`config.mk`:
```
export PLATFORM = sky130hd
export DESIGN_NAME = ach_front
export DESIGN_NICKNAME = d
export VERILOG_FILES = /design/src/ach_pkg.sv /design/src/ach_front.sv
export SDC_FILE = /design/constraint.sdc
export NUM_CORES = 1
export LEC_CHECK = 0
export BUFFER_PORTS_ARGS = -buffer_cell sky130_fd_sc_hd__clkbuf_2
export CORE_AREA = 2 2 105 107
export DETAILED_ROUTE_END_ITERATION = 12
export DIE_AREA = 0 0 107 109
export GPL_ROUTABILITY_DRIVEN = 0
export GPL_TIMING_DRIVEN = 0
export PLACE_DENSITY = 0.7
export SYNTH_ARGS = -nofsm -noshare
export SYNTH_HDL_FRONTEND = slang
export SYNTH_SLANG_ARGS = --single-unit
```
`constraint.sdc`:
```
create_clock -name clk_i -period 3.85 [get_ports clk_i]
set_clock_uncertainty 0.15 [all_clocks]
set_input_delay 0.385 -clock clk_i [delete_from_list [all_inputs] [get_ports clk_i]]
set_output_delay 0.385 -clock clk_i [all_outputs]
set_load 0.05 [all_outputs]
```
`src/ach_pkg.sv`:
```
// Package for the ARX checkerboard 64-bit hash: constants, command and op types,
// and the small helper functions shared by the front, back and top level.
// No dependencies.
package ach_pkg;

  // Width of a message length and the number of length bits that are honored.
  localparam int LenW    = 32;
  localparam int LenBits = 32;
  localparam logic [LenW-1:0] LenMask =
    (LenBits >= LenW) ? {LenW{1'b1}} : LenW'((64'd1 << LenBits) - 64'd1);

  // Depth of the queue between front and back.
  localparam int QDepth = 4;
  localparam int QPtrW  = $clog2(QDepth);

  // Multiplier constants.
  localparam logic [63:0] K0 = 64'h9E3779B97F4A7C15;
  localparam logic [63:0] K1 = 64'h85EBCA77C2B2AE3D;
  localparam logic [63:0] K2 = 64'hBF58476D1CE4E5B9;
  localparam logic [63:0] K3 = 64'h94D049BB133111EB;

  // Finalizer shift amounts.
  localparam int FinShift0 = 29;
  localparam int FinShift1 = 31;
  localparam int FinShift2 = 37;
  localparam int FinShift3 = 41;

  // Command codes on the input word.
  localparam logic CmdStart = 1'b0;
  localparam logic CmdData  = 1'b1;

  typedef enum logic [1:0] {
    KIND_START,
    KIND_STRIPE,
    KIND_FOLD
  } op_kind_e;

  // One classified operation handed from front to back.
  typedef struct packed {
    op_kind_e        kind;
    logic            last;
    logic [1:0]      idx;
    logic [LenW-1:0] len;
    logic [63:0]     word;
  } op_t;

  function automatic logic [63:0] rotl64(input logic [63:0] v, input logic [5:0] n);
    logic [63:0] r;
    if (n == 6'd0) begin
      r = v;
    end else begin
      r = (v << n) | (v >> (7'd64 - {1'b0, n}));
    end
    return r;
  endfunction

  // Rotation amount of one step of the add-rotate chain.
  function automatic logic [5:0] rot_amt(input logic odd, input logic [1:0] idx);
    logic [5:0] r;
    case (idx)
      2'd0:    r = odd ? 6'd13 : 6'd11;
      2'd1:    r = odd ? 6'd31 : 6'd17;
      2'd2:    r = odd ? 6'd43 : 6'd23;
      default: r = odd ? 6'd59 : 6'd57;
    endcase
    return r;
  endfunction

  // Constant that seeds each lane from the base value.
  function automatic logic [63:0] lane_k(input logic [1:0] idx);
    logic [63:0] k;
    case (idx)
      2'd0:    k = K0;
      2'd1:    k = K1;
      2'd2:    k = K2;
      default: k = K3;
    endcase
    return k;
  endfunction

endpackage

```
`src/ach_front.sv`:
```
// Front end of the hash: accepts input words, tracks the open message and its
// remaining length, and turns each word into an op for the back end.
// Depends on ach_pkg.
module ach_front import ach_pkg::*; (
  input  logic             clk_i,
  input  logic             rst_ni,
  input  logic             push,
  output logic             full,
  input  logic             cmd_i,
  input  logic [63:0]      seed_i,
  input  logic [LenW-1:0]  message_length_i,
  input  logic [63:0]      data_word_i,
  input  logic             q_full_i,
  output logic             enq_o,
  output op_t              op_o
);

  logic            open_q, open_d;
  logic [LenW-1:0] rem_q, rem_d;
  logic [1:0]      wis_q, wis_d;
  logic            accept;
  logic [LenW-1:0] len_m;
  logic [63:0]     byte_mask;

  assign full   = q_full_i;
  assign accept = push && !q_full_i;
  assign len_m  = message_length_i & LenMask;

  // Keep only the bytes below the remaining count in a part word.
  always_comb begin
    for (int i = 0; i < 8; i++) begin
      byte_mask[8*i +: 8] = (3'(i) < rem_q[2:0]) ? 8'hFF : 8'h00;
    end
  end

  always_comb begin
    open_d      = open_q;
    rem_d       = rem_q;
    wis_d       = wis_q;
    enq_o       = 1'b0;
    op_o        = '0;
    op_o.kind   = KIND_FOLD;
    op_o.idx    = wis_q;
    op_o.word   = data_word_i;
    if (accept) begin
      if (cmd_i == CmdStart) begin
        enq_o     = 1'b1;
        op_o.kind = KIND_START;
        op_o.word = seed_i;
        op_o.len  = len_m;
        op_o.last = (len_m == '0);
        rem_d     = len_m;
        wis_d     = 2'd0;
        open_d    = (len_m != '0);
      end else if (open_q) begin
        enq_o = 1'b1;
        if ((wis_q != 2'd0) || (|rem_q[LenW-1:5])) begin
          op_o.kind = KIND_STRIPE;
          rem_d     = rem_q - LenW'(8);
          wis_d     = wis_q + 2'd1;
        end else begin
          op_o.kind = KIND_FOLD;
          if (|rem_q[LenW-1:3]) begin
            rem_d = rem_q - LenW'(8);
          end else begin
            op_o.word = data_word_i & byte_mask;
            rem_d     = '0;
          end
        end
        op_o.last = (rem_d == '0);
        open_d    = (rem_d != '0);
      end
    end
  end

  always_ff @(posedge clk_i or negedge rst_ni) begin
    if (!rst_ni) begin
      open_q <= 1'b0;
      rem_q  <= '0;
      wis_q  <= 2'd0;
    end else begin
      open_q <= open_d;
      rem_q  <= rem_d;
      wis_q  <= wis_d;
    end
  end

endmodule

```
==> impl_metrics.tcl <==
set metrics [dict create \
    status "finished with violations" \
    violations "setup timing" \
    async_flop_share_pct 100 \
    synth.distinct_cells 60 \
    clkSinkCount 35 \
    grt_start_max_net_pins 36 \
    grt_pass1_vias 4918 \
    yosysSeqAreaShare_pct 24.0 \
    worstSetupEndpointType "primary output" \
    path_clk_slew_ps 80 \
    core.rowCount 38 \
    synth_top_area_share_pct 24.0 \
    rrSetupSlack_ps 490 \
    reg2regPathDepth 11 \
    synth_area_leaders "dfrtp_1, a22o_1, o21ai_0" \
    ios 268 \
    drt-total-wl_um 20300 \
    synth_edf_count 0 \
    start_util_pct 34.4 \
    setup_viol 1 \
    drtPass1Iterations 8 \
    syn_area_per_cell_um2 7.70 \
    dieHeight_um 109 \
    critPathArrivalTime_ps 3330 \
    synth_nets 642 \
    finalHoldViolCount 0 \
    wl_per_cell_um 22.6 \
    dieWidth_um 107 \
    endpoint "op_o[98]" \
    startpoint "rem_q[3]" \
    min_period_ps 3860 \
    grt_pass1_wl_um 28700 \
    p_leak_nw 2.91 \
    ant_nets 0 \
    power_density_nw_per_um2 349 \
    ys_warn_count 0 \
    drive_gt1_share_pct 42.9 \
    coreArea_um2 10600 \
    nNetsFinal 924 \
    grt_antenna_before_repair 2 \
    grt_use_total_pct 32.5 \
    r2r-end "rem_q[9]" \
    placed_area_um2 5160 \
    tightest_slew_ps 962 \
    hpwl_um 16100 \
    yosys-top-cells-count "a22o_1, nor2_1, o21ai_0, dfrtp_1, clkbuf_1" \
    grt-ovfl-total 0 \
    design_area_um2 5560 \
    crit_path_max_fanout 5 \
    clockBufferDepth 2 \
    rsz0062_at_grt "true" \
    num_vias 5638 \
    drc_errors 0 \
    setup_slack_ps -14.5 \
    worstHoldPathType "primary input to async pin" \
    synth_area_um2 3650 \
    drt-initial-drc-count 843 \
    yosysMostFrequentCell "a22o_1" \
    fin_util_pct 52.5 \
    yosys.area.top_type "dfrtp_1" \
    die_area_um2 11700 \
    maxCapViolCount 0 \
    clockRootBuffer "clkbuf_8" \
    numCtsBuffers 5 \
    multi_input_area_um2 2670 \
    clock.fmax_mhz 259 \
    synthCells 474 \
    start_kind "flip-flop" \
    regArea_um2 878 \
    timing.rr.start "rem_q[19]" \
    fillCellCount 1051 \
    syn_to_final_growth_pct 52.4 \
    ys.flop_type "dfrtp_1" \
    cts_tree "built" \
    ys_seq_elements 35 \
    crit_type "flip-flop to primary output" \
    slew_viol_final 0 \
    finalCritPeriodShare_pct 100 \
    peakVddDrop_mv 0.162 \
    portBuffers 266 \
    insertion_delay_ps 310 \
    vias_per_cell 6.28 \
    h-tree-depth 2 \
    required_ps 3310 \
    slew_headroom_pct 35.9 \
]
placed cells by master (no fill, tap or decap), drive strengths merged, types with 5 or more instances in the layout:
cell type / n
nor3: 17
buf: 30
dfrtp: 35
o32ai: 11
nor2: 43
nand4: 8
a21oi: 12
nand3: 5
nand2: 30
inv: 21
a21o: 8
and3: 21
a22o: 83
nor4b: 7
or3: 11
clkbuf: 290
nor4: 21
nand2b: 5
o21ai: 42
stage by stage:
step	std cells	TNS [ps]	setup slack, ps	power (W)	hold slack (ps)
6_report	898	-14.5	-14.5	0.00194	67.5
5_1_grt	897	-334	-113	0.00202	140
4_1_cts	888	0	8.22	0.00185	101
3_5_place_dp	880	-298	-298	0.00147	360
3_3_place_gp	880	-314	-314	0.00146	368
2_1_floorplan	474	0	164	0.00116	-60.6
critical path: stages (launching register included):
cell and delay, ps:
dfrtp_2 440, inv_2 100, ha_4 160, buf_4 110, nor4b_4 310, nand4_1 220, buf_4 220, o21a_1 180
nor4b_1 320, nand4_1 200, or3_1 420, a21oi_2 180, buf_8 160
worst min-delay path by stage:
stage | endpoint | start | cells past startpoint
global placement | wis_q[1] | wis_q[1] | 1
floorplan | open_q | rst_ni | 0
CTS | rem_q[6] | rst_ni | 1
global route | rem_q[9] | rst_ni | 1
finish | rem_q[6] | rst_ni | 1
detailed placement | wis_q[1] | wis_q[1] | 1
flip-flops by register name, indices dropped and copies added, names as in the netlist:
| signal | count |
|---|---|
| rem_q | 32 |
| wis_q | 2 |
| open_q | 1 |
routing by layer:
| layer | vias to the layer above | part of all wire, % | GRT usage, % |
|---|---|---|---|
| li1 | 2426 | - | - |
| met1 | 2654 | 38 | 41.9 |
| met2 | 481 | 45 | 50.2 |
| met3 | 75 | 14 | 12.3 |
| met4 | 2 | 3.3 | 10.9 |
| met5 | - | 0.064 | 0 |
kinds of logic (layout without fill, tap and decap cells):
logic type,Yosys count,in the layout,share of synthesized area [%]
flip-flops,35,35,24.0
AND/OR/NAND/NOR,186,186,28.6
XOR/XNOR,6,6,1.44
adder cells (fa/ha/maj),3,3,1.03
AO/OA/AOI/OAI,183,183,37.9
buffers and inverters,60,343,6.69
other,0,1,0
multiplexers,1,1,0.309
repair_timing:
action,CTS,global route
hold buffers,0,0
resized for setup,16,59
cloned,0,0
pin swaps,2,7
endpoints found under the setup margin,26,59
setup buffers,0,11
layout make-up:
class                   instances  area share (%)
well taps                     140            3.15
inverters                      21            1.42
repair buffers                277            26.5
diodes                          1          0.0450
clock buffers                   6            1.48
flip-flops and latches         35            15.8
multi-input cells             379            48.1
plain buffers                  37            2.88
clock inverters                 2           0.630
report_power, final:
| part | internal [W] | switching [W] | leakage (nW) |
|---|---|---|---|
| Clock | 0.000210 | 0.000151 | 0.0612 |
| Combinational | 0.000360 | 0.000653 | 2.42 |
| Sequential | 0.000441 | 0.000125 | 0.433 |
(Power assumes the default switching activity.)
