--- config.mk ---
export PLATFORM = sky130hd
export DESIGN_NAME = ach_fifo
export DESIGN_NICKNAME = d
export VERILOG_FILES = /design/src/ach_pkg.sv /design/src/ach_fifo.sv
export SDC_FILE = /design/constraint.sdc
export NUM_CORES = 1
export LEC_CHECK = 0
export ABC_AREA = 1
export CAP_MARGIN = 20
export CORE_MARGIN = 2
export CORE_UTILIZATION = 45
export DETAILED_ROUTE_END_ITERATION = 6
export DONT_BUFFER_PORTS = 1
export GPL_TIMING_DRIVEN = 0
export PLACE_DENSITY = 0.59
export SLEW_MARGIN = 20
export SYNTH_ARGS = -nofsm -noshare
export SYNTH_HDL_FRONTEND = slang
export SYNTH_SLANG_ARGS = --single-unit
--- constraint.sdc ---
create_clock -name clk_i -period 4.95 [get_ports clk_i]
set_input_delay 0.99 -clock clk_i [delete_from_list [all_inputs] [get_ports clk_i]]
set_output_delay 0.99 -clock clk_i [all_outputs]
set_load 0.03 [all_outputs]
--- src/ach_pkg.sv ---
// Package for the ARX checkerboard 64-bit hash: constants, command and op types,
// and the small helper functions shared by the front, back and top level.
// No dependencies.
package ach_pkg;

  // Width of a message length and the number of length bits that are honored.
  localparam int LenW    = 32;
  localparam int LenBits = 32;
  localparam logic [LenW-1:0] LenMask =
    (LenBits >= LenW) ? {LenW{1'b1}} : LenW'((64'd1 << LenBits) - 64'd1);

  // Depth of the queue between front and back.
  localparam int QDepth = 4;
  localparam int QPtrW  = $clog2(QDepth);

  // Multiplier constants.
  localparam logic [63:0] K0 = 64'h9E3779B97F4A7C15;
  localparam logic [63:0] K1 = 64'h85EBCA77C2B2AE3D;
  localparam logic [63:0] K2 = 64'hBF58476D1CE4E5B9;
  localparam logic [63:0] K3 = 64'h94D049BB133111EB;

  // Finalizer shift amounts.
  localparam int FinShift0 = 29;
  localparam int FinShift1 = 31;
  localparam int FinShift2 = 37;
  localparam int FinShift3 = 41;

  // Command codes on the input word.
  localparam logic CmdStart = 1'b0;
  localparam logic CmdData  = 1'b1;

  typedef enum logic [1:0] {
    KIND_START,
    KIND_STRIPE,
    KIND_FOLD
  } op_kind_e;

  // One classified operation handed from front to back.
  typedef struct packed {
    op_kind_e        kind;
    logic            last;
    logic [1:0]      idx;
    logic [LenW-1:0] len;
    logic [63:0]     word;
  } op_t;

  function automatic logic [63:0] rotl64(input logic [63:0] v, input logic [5:0] n);
    logic [63:0] r;
    if (n == 6'd0) begin
      r = v;
    end else begin
      r = (v << n) | (v >> (7'd64 - {1'b0, n}));
    end
    return r;
  endfunction

  // Rotation amount of one step of the add-rotate chain.
  function automatic logic [5:0] rot_amt(input logic odd, input logic [1:0] idx);
    logic [5:0] r;
    case (idx)
      2'd0:    r = odd ? 6'd13 : 6'd11;
      2'd1:    r = odd ? 6'd31 : 6'd17;
      2'd2:    r = odd ? 6'd43 : 6'd23;
      default: r = odd ? 6'd59 : 6'd57;
    endcase
    return r;
  endfunction

  // Constant that seeds each lane from the base value.
  function automatic logic [63:0] lane_k(input logic [1:0] idx);
    logic [63:0] k;
    case (idx)
      2'd0:    k = K0;
      2'd1:    k = K1;
      2'd2:    k = K2;
      default: k = K3;
    endcase
    return k;
  endfunction

endpackage

--- src/ach_fifo.sv ---
// Short queue of ops between the front and the back of the hash.
// Depends on ach_pkg for the op type and the queue depth.
module ach_fifo import ach_pkg::*; (
  input  logic clk_i,
  input  logic rst_ni,
  input  logic enq_i,
  input  op_t  data_i,
  input  logic deq_i,
  output logic full_o,
  output logic empty_o,
  output op_t  data_o
);

  op_t              mem_q [QDepth];
  logic [QPtrW-1:0] wr_q, rd_q;
  logic [QPtrW:0]   cnt_q;
  logic             do_enq, do_deq;

  assign full_o  = (cnt_q == (QPtrW+1)'(QDepth));
  assign empty_o = (cnt_q == '0);
  assign do_enq  = enq_i && !full_o;
  assign do_deq  = deq_i && !empty_o;
  assign data_o  = mem_q[rd_q];

  always_ff @(posedge clk_i) begin
    if (do_enq) begin
      mem_q[wr_q] <= data_i;
    end
  end

  always_ff @(posedge clk_i or negedge rst_ni) begin
    if (!rst_ni) begin
      wr_q  <= '0;
      rd_q  <= '0;
      cnt_q <= '0;
    end else begin
      if (do_enq) begin
        wr_q <= (wr_q == QPtrW'(QDepth - 1)) ? '0 : wr_q + QPtrW'(1);
      end
      if (do_deq) begin
        rd_q <= (rd_q == QPtrW'(QDepth - 1)) ? '0 : rd_q + QPtrW'(1);
      end
      case ({do_enq, do_deq})
        2'b10:   cnt_q <= cnt_q + (QPtrW+1)'(1);
        2'b01:   cnt_q <= cnt_q - (QPtrW+1)'(1);
        default: cnt_q <= cnt_q;
      endcase
    end
  end

endmodule

==> flow_metrics.env, run 1 <==
export IMPL_cp_start_kind="flip-flop"
export IMPL_synth_xor_area_share_pct=0.0529
export IMPL_timing_final_crit_share_pct=63.8
export IMPL_htreeDepth=2
export IMPL_synthAdderAreaFrac_pct=0.574
export IMPL_cts_resized_gates=0
export IMPL_async_flop_share_pct=1.70
export IMPL_p_leak_nw=7.15
export IMPL_grt_pass1_vias=9360
export IMPL_area_delta_synth_final_pct=13.9
export IMPL_endpoint_kind="output pin"
export IMPL_r2r_cells=7
export IMPL_dieArea_sq_mm=0.0384
export IMPL_grt_pass1_wl_um=55800
export IMPL_ir_drop_v=0.000385
export IMPL_wl_met2_um=18100
export IMPL_finalCoreUtilization_pct=51.8
export IMPL_wl_met3_um=2910
export IMPL_drv_slew=0
export IMPL_synthFlopType="edfxtp_1"
export IMPL_r2r_end="mem_q[2][43]"
export IMPL_finalHoldWorstSlack_ps=119
export IMPL_die_x_um=196
export IMPL_routed_top_layer="met4"
export IMPL_clock_path_buffers=3
export IMPL_yosysWarningCount=0
export IMPL_yosysMostFrequentCell="edfxtp_1"
export IMPL_synth_area_leader_cell="edfxtp_1"
export IMPL_placed_cell_area_sq_mm=0.0177
export IMPL_fmax_mhz=317
export IMPL_synth_top_area_share_pct=73.2
export IMPL_initial_utilization_pct=45.5
export IMPL_clockRootBuffer="clkbuf_16"
export IMPL_n_fill_cell=2978
export IMPL_drive_gt1_share_pct=10.5
export IMPL_wirelength_um=37000
export IMPL_cp_arrival_ps=2170
export IMPL_track_usage_pct=19.5
export IMPL_crit_start="rd_q[1]"
export IMPL_endpoint="data_o[76]"
export IMPL_synth_seq_cells=411
export IMPL_grt_max_degree=23
export IMPL_dp_hpwl_um=23900
export IMPL_period_minus_slack_ps=3160
export IMPL_ys_top_cells_by_area="edfxtp_1 73%, o211ai_1 9.2%, nand2_1 7.2%, inv_1 4.9%, buf_6 2.4%"
export IMPL_m1WireLength_um=15100
export IMPL_viasPerCell=5.15
export IMPL_num_rows=70
export IMPL_io_buffers=0
export IMPL_synth_compound_area_share_pct=9.18
export IMPL_crit_fanout=10
export IMPL_clk_insertion_delay_late_ps=560
export IMPL_firstDrtPassIters=5
export IMPL_path_clk_slew_ps=60
export IMPL_cts_made_buffers=43
export IMPL_max_slew_margin_pct=57.1
export IMPL_fin_nets=1416
export IMPL_postCtsHoldBufs=0
export IMPL_synth_simple_area_share_pct=7.59
export IMPL_syn_area_sq_mm=0.0166
export IMPL_routedWlPerCell_um=20.6
export IMPL_rsz0062_at_grt="false"
export IMPL_r2r_slack_ps=2460
export IMPL_critical_path_reg2reg_startpoint="cnt_q[0]"
export IMPL_post_cts_buffers=0
export IMPL_synthCells=1239
export IMPL_synth_seq_area_share_pct=74.3
export IMPL_synth_top_family_by_area="compound AO/OA/AOI/OAI gates"
export IMPL_finClkSkew_ps=23.9
export IMPL_setup_tns_ps=0
export IMPL_setup_slack_ps=1790
export IMPL_place_ws_ps=2100
export IMPL_gp_congestion=0.717
export IMPL_vias=9250
export IMPL_syn_num_nets=1351
export IMPL_power_density_mw_per_mm2=661
export IMPL_ant_nets=0
export IMPL_status="complete, no violations"
export IMPL_drt_drc_violations_left=0
export IMPL_max_cap_viol_count=0
export IMPL_min_path_type="primary input to async pin"
export IMPL_antenna_found_initial=0
export IMPL_worstSetupPathType="flip-flop to output pin"
export IMPL_drtIter0Drc=539
export IMPL_synth_mux_area_share_pct=0
export IMPL_finalHoldViolCount=0
export IMPL_core_area_sq_mm=0.0364
export IMPL_worst_pin_slew_ps=641
export IMPL_cts_sinks=411
export IMPL_overflow=0
export IMPL_final_area_sq_mm=0.0189
export IMPL_avgSynthCellArea_sq_um=13.4
export IMPL_cp_required_ps=3960
export IMPL_chipHeight_um=196
export IMPL_pin_count=208
export IMPL_synth_edf_count=404
export IMPL_setup_violations=0
export IMPL_cts_tree="built"
export IMPL_synth_commonest_cells="404 x edfxtp_1, 318 x nand2_1, 217 x inv_1, 202 x o211ai_1, 35 x buf_6"
export IMPL_synth_cell_types=17
export IMPL_diodes=0
-- cell type report --
| class | instances | area [sq um] | area share [%] |
|---|---|---|---|
| multi-input cells | 543 | 2910 | 15.4 |
| clock inverters | 18 | 110 | 0.583 |
| clock buffers | 51 | 1110 | 5.86 |
| plain buffers | 67 | 561 | 2.97 |
| repair buffers | 20 | 475 | 2.52 |
| flip-flops and latches | 411 | 12300 | 65.2 |
| inverters | 218 | 818 | 4.34 |
| well taps | 468 | 586 | 3.10 |
-- registers in the layout (all words and copies together) (netlist names) --
name,flops
cnt_q,3
rd_q,2
wr_q,2
mem_q,404
-- worst min path at each step --
stage / slack, ps / to
after floorplan: 450 / cnt_q[0]
after detailed placement: 480 / cnt_q[0]
final: 120 / cnt_q[1]
after global routing: 100 / cnt_q[1]
after CTS: 90 / cnt_q[1]
after global placement: 470 / cnt_q[1]
-- cell families (layout without fill, tap and decap cells) --
logic type,count (synthesis),in the layout
xor+xnor,1,1
buf+inv,285,374
simple gates,332,332
fa+ha+maj,7,7
compound gates,203,203
flops,411,411
-- through the flow --
| step | std cells | power [W] |
|---|---|---|
| final | 1796 | 0.0125 |
| after global routing | 1796 | 0.0131 |
| after CTS | 1796 | 0.0127 |
| after detailed placement | 1727 | 0.00978 |
| after global placement | 1707 | 0.00968 |
| after floorplan | 1239 | 0.00844 |
-- power breakdown --
group / switching (W) / total (W) / internal (W)
sequential: 0.000142 / 0.00470 / 0.00456
combinational: 0.00368 / 0.00491 / 0.00123
clock: 0.00125 / 0.00287 / 0.00163
total: 0.00507 / 0.0125 / 0.00741
-- critical path: stages (launching register included) --
cell and delay (ps):
dfrtp_1 420, buf_2 390, buf_2 350, o211ai_1 140, nand2_1 290
-- cells in the final DEF (no fill, tap or decap), types with 4 or more instances in the layout --
cell,count
buf_12,10
buf_16,10
buf_2,25
buf_4,4
buf_6,35
clkbuf_1,11
clkbuf_16,43
clkinv_1,11
dfrtp_1,7
edfxtp_1,404
ha_1,6
inv_1,217
nand2_1,318
nand3_1,7
nor2_4,4
o211ai_1,202
-- metal layers --
metal / vias up / GRT usage [%]
met5: - / 0
met1: 4478 / 24.4
met3: 49 / 5.74
met4: 0 / 6.37
li1: 4453 / -
met2: 270 / 32.8
Power figures use the tool's default switching activity.
==> run 2, diff against run 1 <==
--- a/config.mk
+++ b/config.mk
@@ -12,7 +12,7 @@
 export DETAILED_ROUTE_END_ITERATION = 6
 export DONT_BUFFER_PORTS = 1
 export GPL_TIMING_DRIVEN = 0
-export PLACE_DENSITY = 0.59
+export PLACE_DENSITY = 0.57
 export SLEW_MARGIN = 20
 export SYNTH_ARGS = -nofsm -noshare
 export SYNTH_HDL_FRONTEND = slang
==> constraint.sdc (replaced) <==
create_clock -name clk_i -period 2.98 [get_ports clk_i]
set_input_delay 0.596 -clock clk_i [delete_from_list [all_inputs] [get_ports clk_i]]
set_output_delay 0.596 -clock clk_i [all_outputs]
set_load 0.03 [all_outputs]
==> flow_metrics.env, run 2 (synthesized netlist as in run 1, its figures left out) <==
export IMPL_largest_reg_flops=404
export IMPL_min_delay_start="data_i[16]"
export IMPL_crit_start="rd_q[1]"
export IMPL_power_density_mw_per_mm2=1110
export IMPL_die_x_um=196
export IMPL_clockRootBuffer="clkbuf_16"
export IMPL_drtIter0Drc=594
export IMPL_cp_required_ps=2380
export IMPL_vias=9220
export IMPL_p_total_w=0.0211
export IMPL_cp_arrival_ps=2120
export IMPL_area_delta_synth_final_pct=15.1
export IMPL_io_buffers=0
export IMPL_cts_sinks=411
export IMPL_overflow=0
export IMPL_finalHoldViolCount=0
export IMPL_rsz0062_at_grt="false"
export IMPL_antenna_found_initial=0
export IMPL_num_rows=70
export IMPL_critical_path_reg2reg_startpoint="cnt_q[0]"
export IMPL_htreeDepth=2
export IMPL_pin_count=208
export IMPL_endpoint="data_o[73]"
export IMPL_routed_top_layer="met4"
export IMPL_setup_tns_ps=0
export IMPL_firstDrtPassIters=5
export IMPL_clock_path_buffers=3
export IMPL_r2r_end="mem_q[1][56]"
export IMPL_finalCoreUtilization_pct=52.3
export IMPL_viasPerCell=5.11
export IMPL_cts_made_buffers=43
export IMPL_clk_insertion_delay_late_ps=560
export IMPL_wirelength_um=36900
export IMPL_grt_pass1_vias=9304
export IMPL_max_cap_viol_count=0
export IMPL_routedWlPerCell_um=20.5
export IMPL_wl_met3_um=3050
export IMPL_dieArea_sq_mm=0.0384
export IMPL_path_clk_slew_ps=60
export IMPL_final_cell_mix="404 x edfxtp_1, 318 x nand2_1, 217 x inv_1, 202 x o211ai_1, 45 x clkbuf_16"
export IMPL_drt_drc_violations_left=0
export IMPL_grt_pass1_wl_um=56000
export IMPL_endpoint_kind="output pin"
export IMPL_timing_final_crit_share_pct=91.3
export IMPL_r2r_cells=7
export IMPL_min_path_type="primary input to flip-flop"
export IMPL_grt_max_degree=25
export IMPL_status="complete, no violations"
export IMPL_gp_congestion=0.716
export IMPL_dp_hpwl_um=24000
export IMPL_drv_slew=0
export IMPL_r2r_slack_ps=480
export IMPL_reg_top3="mem_q: 404 flops, cnt_q: 3 flops"
export IMPL_max_slew_margin_pct=55.1
export IMPL_ant_nets=0
export IMPL_finClkSkew_ps=20.7
export IMPL_crit_fanout=10
export IMPL_wl_met2_um=17700
export IMPL_top_register="mem_q"
export IMPL_core_area_sq_mm=0.0364
export IMPL_fmax_mhz=368
export IMPL_fin_nets=1418
export IMPL_period_minus_slack_ps=2720
export IMPL_initial_utilization_pct=45.5
export IMPL_diodes=0
export IMPL_track_usage_pct=19.7
export IMPL_chipHeight_um=196
export IMPL_final_common_cell="edfxtp_1"
export IMPL_drive_gt1_share_pct=11.1
export IMPL_cp_start_kind="flip-flop"
export IMPL_setup_violations=0
export IMPL_cts_tree="built"
export IMPL_p_leak_nw=7.24
export IMPL_worstSetupPathType="flip-flop to output pin"
export IMPL_m1WireLength_um=15500
export IMPL_worst_pin_slew_ps=671
export IMPL_ir_drop_v=0.000564
export IMPL_post_cts_buffers=0
-- run 2: worst min-delay path by stage --
| stage | end | slack [ps] | cells after the start |
|---|---|---|---|
| floorplan | cnt_q[0] | 300 | 0 |
| global placement | cnt_q[2] | 300 | 0 |
| detailed placement | cnt_q[2] | 300 | 0 |
| CTS | mem_q[3][7] | 90 | 0 |
| global route | mem_q[3][95] | 100 | 0 |
| finish | mem_q[0][16] | 120 | 0 |
-- run 2: timing repair --
item                                   4_1_cts  5_1_grt
gates resized for setup                      0        0
hold buffers                                 1        0
endpoints found under the hold margin        7        0
-- run 2: per-layer routing --
metal / track usage [%] / up-vias
li1: - / 4452
met4: 5.11 / 0
met1: 24.8 / 4486
met2: 32.7 / 236
met5: 0 / -
met3: 6.79 / 46
-- run 2: worst max-delay path, cell delays in order, from the launching register on --
cell and delay [ps]:
dfrtp_1 410, buf_2 370, buf_2 350, o211ai_1 140, nand2_1 280
-- run 2: report_power, final --
| part | internal [W] | switching, W | total [W] | leakage [nW] |
|---|---|---|---|---|
| registers | 0.00757 | 0.000235 | 0.00781 | 3.79 |
| clock network | 0.00302 | 0.00209 | 0.00511 | 0.653 |
| logic | 0.00207 | 0.00611 | 0.00818 | 2.80 |
-- run 2: through the flow --
stage | instance area, sq um | hold slack, ps | std cells | setup WS, ps
finish | 19100 | 124 | 1805 | 259
global route | 19100 | 96.5 | 1805 | 90.9
CTS | 19100 | 94.7 | 1805 | 176
detailed placement | 17700 | 301 | 1728 | 491
global placement | 17200 | 301 | 1707 | -3210
floorplan | 16600 | 300 | 1239 | -874
-- run 2: layout make-up --
class	instances	area, sq um
Timing Repair Buffer	22	528
Fill cell	3024	17400
Buffer	67	561
Tap cell	468	586
Clock buffer	58	1210
Sequential cell	411	12300
Inverter	218	818
Clock inverter	18	140
Multi-Input combinational cell	543	2910
==> run 3, diff against run 2 <==
--- a/config.mk
+++ b/config.mk
@@ -7,12 +7,14 @@
 export LEC_CHECK = 0
 export ABC_AREA = 1
 export CAP_MARGIN = 20
+export CELL_PAD_IN_SITES_DETAIL_PLACEMENT = 0
+export CELL_PAD_IN_SITES_GLOBAL_PLACEMENT = 1
 export CORE_MARGIN = 2
 export CORE_UTILIZATION = 45
 export DETAILED_ROUTE_END_ITERATION = 6
 export DONT_BUFFER_PORTS = 1
 export GPL_TIMING_DRIVEN = 0
-export PLACE_DENSITY = 0.57
+export PLACE_DENSITY = 0.67
 export SLEW_MARGIN = 20
 export SYNTH_ARGS = -nofsm -noshare
 export SYNTH_HDL_FRONTEND = slang
==> flow_metrics.env, run 3 (synthesized netlist as in run 1, its figures left out) <==
export IMPL_status="complete, no violations"
export IMPL_wirelength_um=37000
export IMPL_vias=9186
export IMPL_drtIter0Drc=453
export IMPL_core_area_sq_mm=0.0364
export IMPL_num_rows=70
export IMPL_io_buffers=0
export IMPL_p_total_w=0.0209
export IMPL_drive_gt1_share_pct=10.3
export IMPL_endpoint_kind="output pin"
export IMPL_cp_arrival_ps=2140
export IMPL_antenna_found_initial=0
export IMPL_top_register="mem_q"
export IMPL_routedWlPerCell_um=20.5
export IMPL_dpl_cell_count=1728
export IMPL_grt_max_degree=23
export IMPL_initial_utilization_pct=45.5
export IMPL_area_delta_synth_final_pct=14.3
export IMPL_worstSetupPathType="flip-flop to output pin"
export IMPL_clock_path_buffers=3
export IMPL_final_common_cell="edfxtp_1"
export IMPL_min_path_type="primary input to flip-flop"
export IMPL_ir_drop_v=0.000534
export IMPL_rsz0062_at_grt="false"
export IMPL_setup_violations=0
export IMPL_largest_reg_flops=404
export IMPL_ant_nets=0
export IMPL_track_usage_pct=19.6
export IMPL_htreeDepth=2
export IMPL_final_cell_mix="404 x edfxtp_1, 318 x nand2_1, 217 x inv_1, 202 x o211ai_1, 45 x clkbuf_16"
export IMPL_max_cap_viol_count=0
export IMPL_cts_sinks=411
export IMPL_n_fill_cell=3039
export IMPL_critical_path_reg2reg_startpoint="cnt_q[0]"
export IMPL_finalHoldWorstSlack_ps=126
export IMPL_placed_cell_area_sq_mm=0.0177
export IMPL_path_clk_slew_ps=60
export IMPL_p_leak_nw=7.19
export IMPL_timing_final_crit_share_pct=91.7
export IMPL_viasPerCell=5.09
export IMPL_finalNonFillerCells=1803
export IMPL_dieArea_sq_mm=0.0384
export IMPL_overflow=0
export IMPL_cp_required_ps=2380
export IMPL_die_x_um=196
export IMPL_dp_hpwl_um=23800
export IMPL_fin_nets=1418
export IMPL_max_slew_margin_pct=54.8
export IMPL_chipHeight_um=196
export IMPL_cts_made_buffers=43
export IMPL_crit_start="rd_q[1]"
export IMPL_finalHoldViolCount=0
export IMPL_post_cts_buffers=0
export IMPL_drt_drc_violations_left=0
export IMPL_power_density_mw_per_mm2=1100
export IMPL_crit_fanout=10
export IMPL_period_minus_slack_ps=2730
export IMPL_pin_count=208
export IMPL_cts_tree="built"
export IMPL_cts_resized_gates=0
export IMPL_drv_slew=0
export IMPL_final_area_sq_mm=0.0189
export IMPL_reg_top3="mem_q: 404 flops, cnt_q: 3 flops"
export IMPL_finClkSkew_ps=18.0
export IMPL_diodes=0
export IMPL_grt_pass1_wl_um=55700
export IMPL_min_delay_start="data_i[3]"
export IMPL_grt_pass1_vias=9071
export IMPL_postCtsHoldBufs=1
export IMPL_gp_congestion=0.740
export IMPL_clk_insertion_delay_late_ps=560
export IMPL_finalCoreUtilization_pct=52.0
export IMPL_worst_pin_slew_ps=677
export IMPL_clockRootBuffer="clkbuf_16"
export IMPL_fmax_mhz=366
export IMPL_firstDrtPassIters=5
export IMPL_cp_start_kind="flip-flop"
## run 3: cell count changes in the layout (fill, tap and decap cells not counted), sizes merged
cell	before	now
bufinv	2	1
clkbuf	61	64
clkinv	13	12
clkinvlp	3	0
## run 3: final cells by class
| cell class | count | area [sq um] | area share, % |
|---|---|---|---|
| Tap cell | 468 | 586 | 3.09 |
| Sequential cell | 411 | 12300 | 65.0 |
| Clock buffer | 61 | 1190 | 6.26 |
| Timing Repair Buffer | 22 | 495 | 2.62 |
| Inverter | 218 | 818 | 4.32 |
| Clock inverter | 13 | 76.3 | 0.403 |
| Multi-Input combinational cell | 543 | 2910 | 15.4 |
| Buffer | 67 | 561 | 2.96 |
## run 3: report_power, final
group	internal, W	leakage [nW]	total, W	switching, W
clock network	0.00283	0.609	0.00487	0.00204
logic	0.00204	2.79	0.00819	0.00615
registers	0.00757	3.79	0.00780	0.000230
total	0.0124	7.19	0.0209	0.00841
## run 3: path summary, 6_finish.rpt
check	end	slack (ps)	depth (start not counted)
worst max-delay path	data_o[44]	250	5
worst min-delay path	mem_q[0][3]	130	0
worst max register to register	mem_q[0][64]	550	7
worst min register to register	cnt_q[0]	480	1
max in group asynchronous	wr_q[0]	2340	1
min in group asynchronous	wr_q[1]	390	1
## run 3: metrics by stage
step | TNS (ps) | setup WS [ps]
2_1_floorplan | -353130 | -874
3_3_place_gp | -1297830 | -3340
3_5_place_dp | 0 | 502
4_1_cts | 0 | 141
5_1_grt | 0 | 78.1
6_report | 0 | 248
## run 3: metal layers
layer  GRT usage [%]  vias up  wire, um
met2            31.6      240     17300
li1                -     4444         -
met1            24.4     4445     15500
met3            7.51       57      3280
met5               0        -         0
met4            6.37        0       953
## run 3: critical path, stage by stage, from the launching register on
cell and delay (ps):
dfrtp_1 430, inv_2 70, buf_2 320, buf_2 330
o211ai_1 150, nand2_1 280
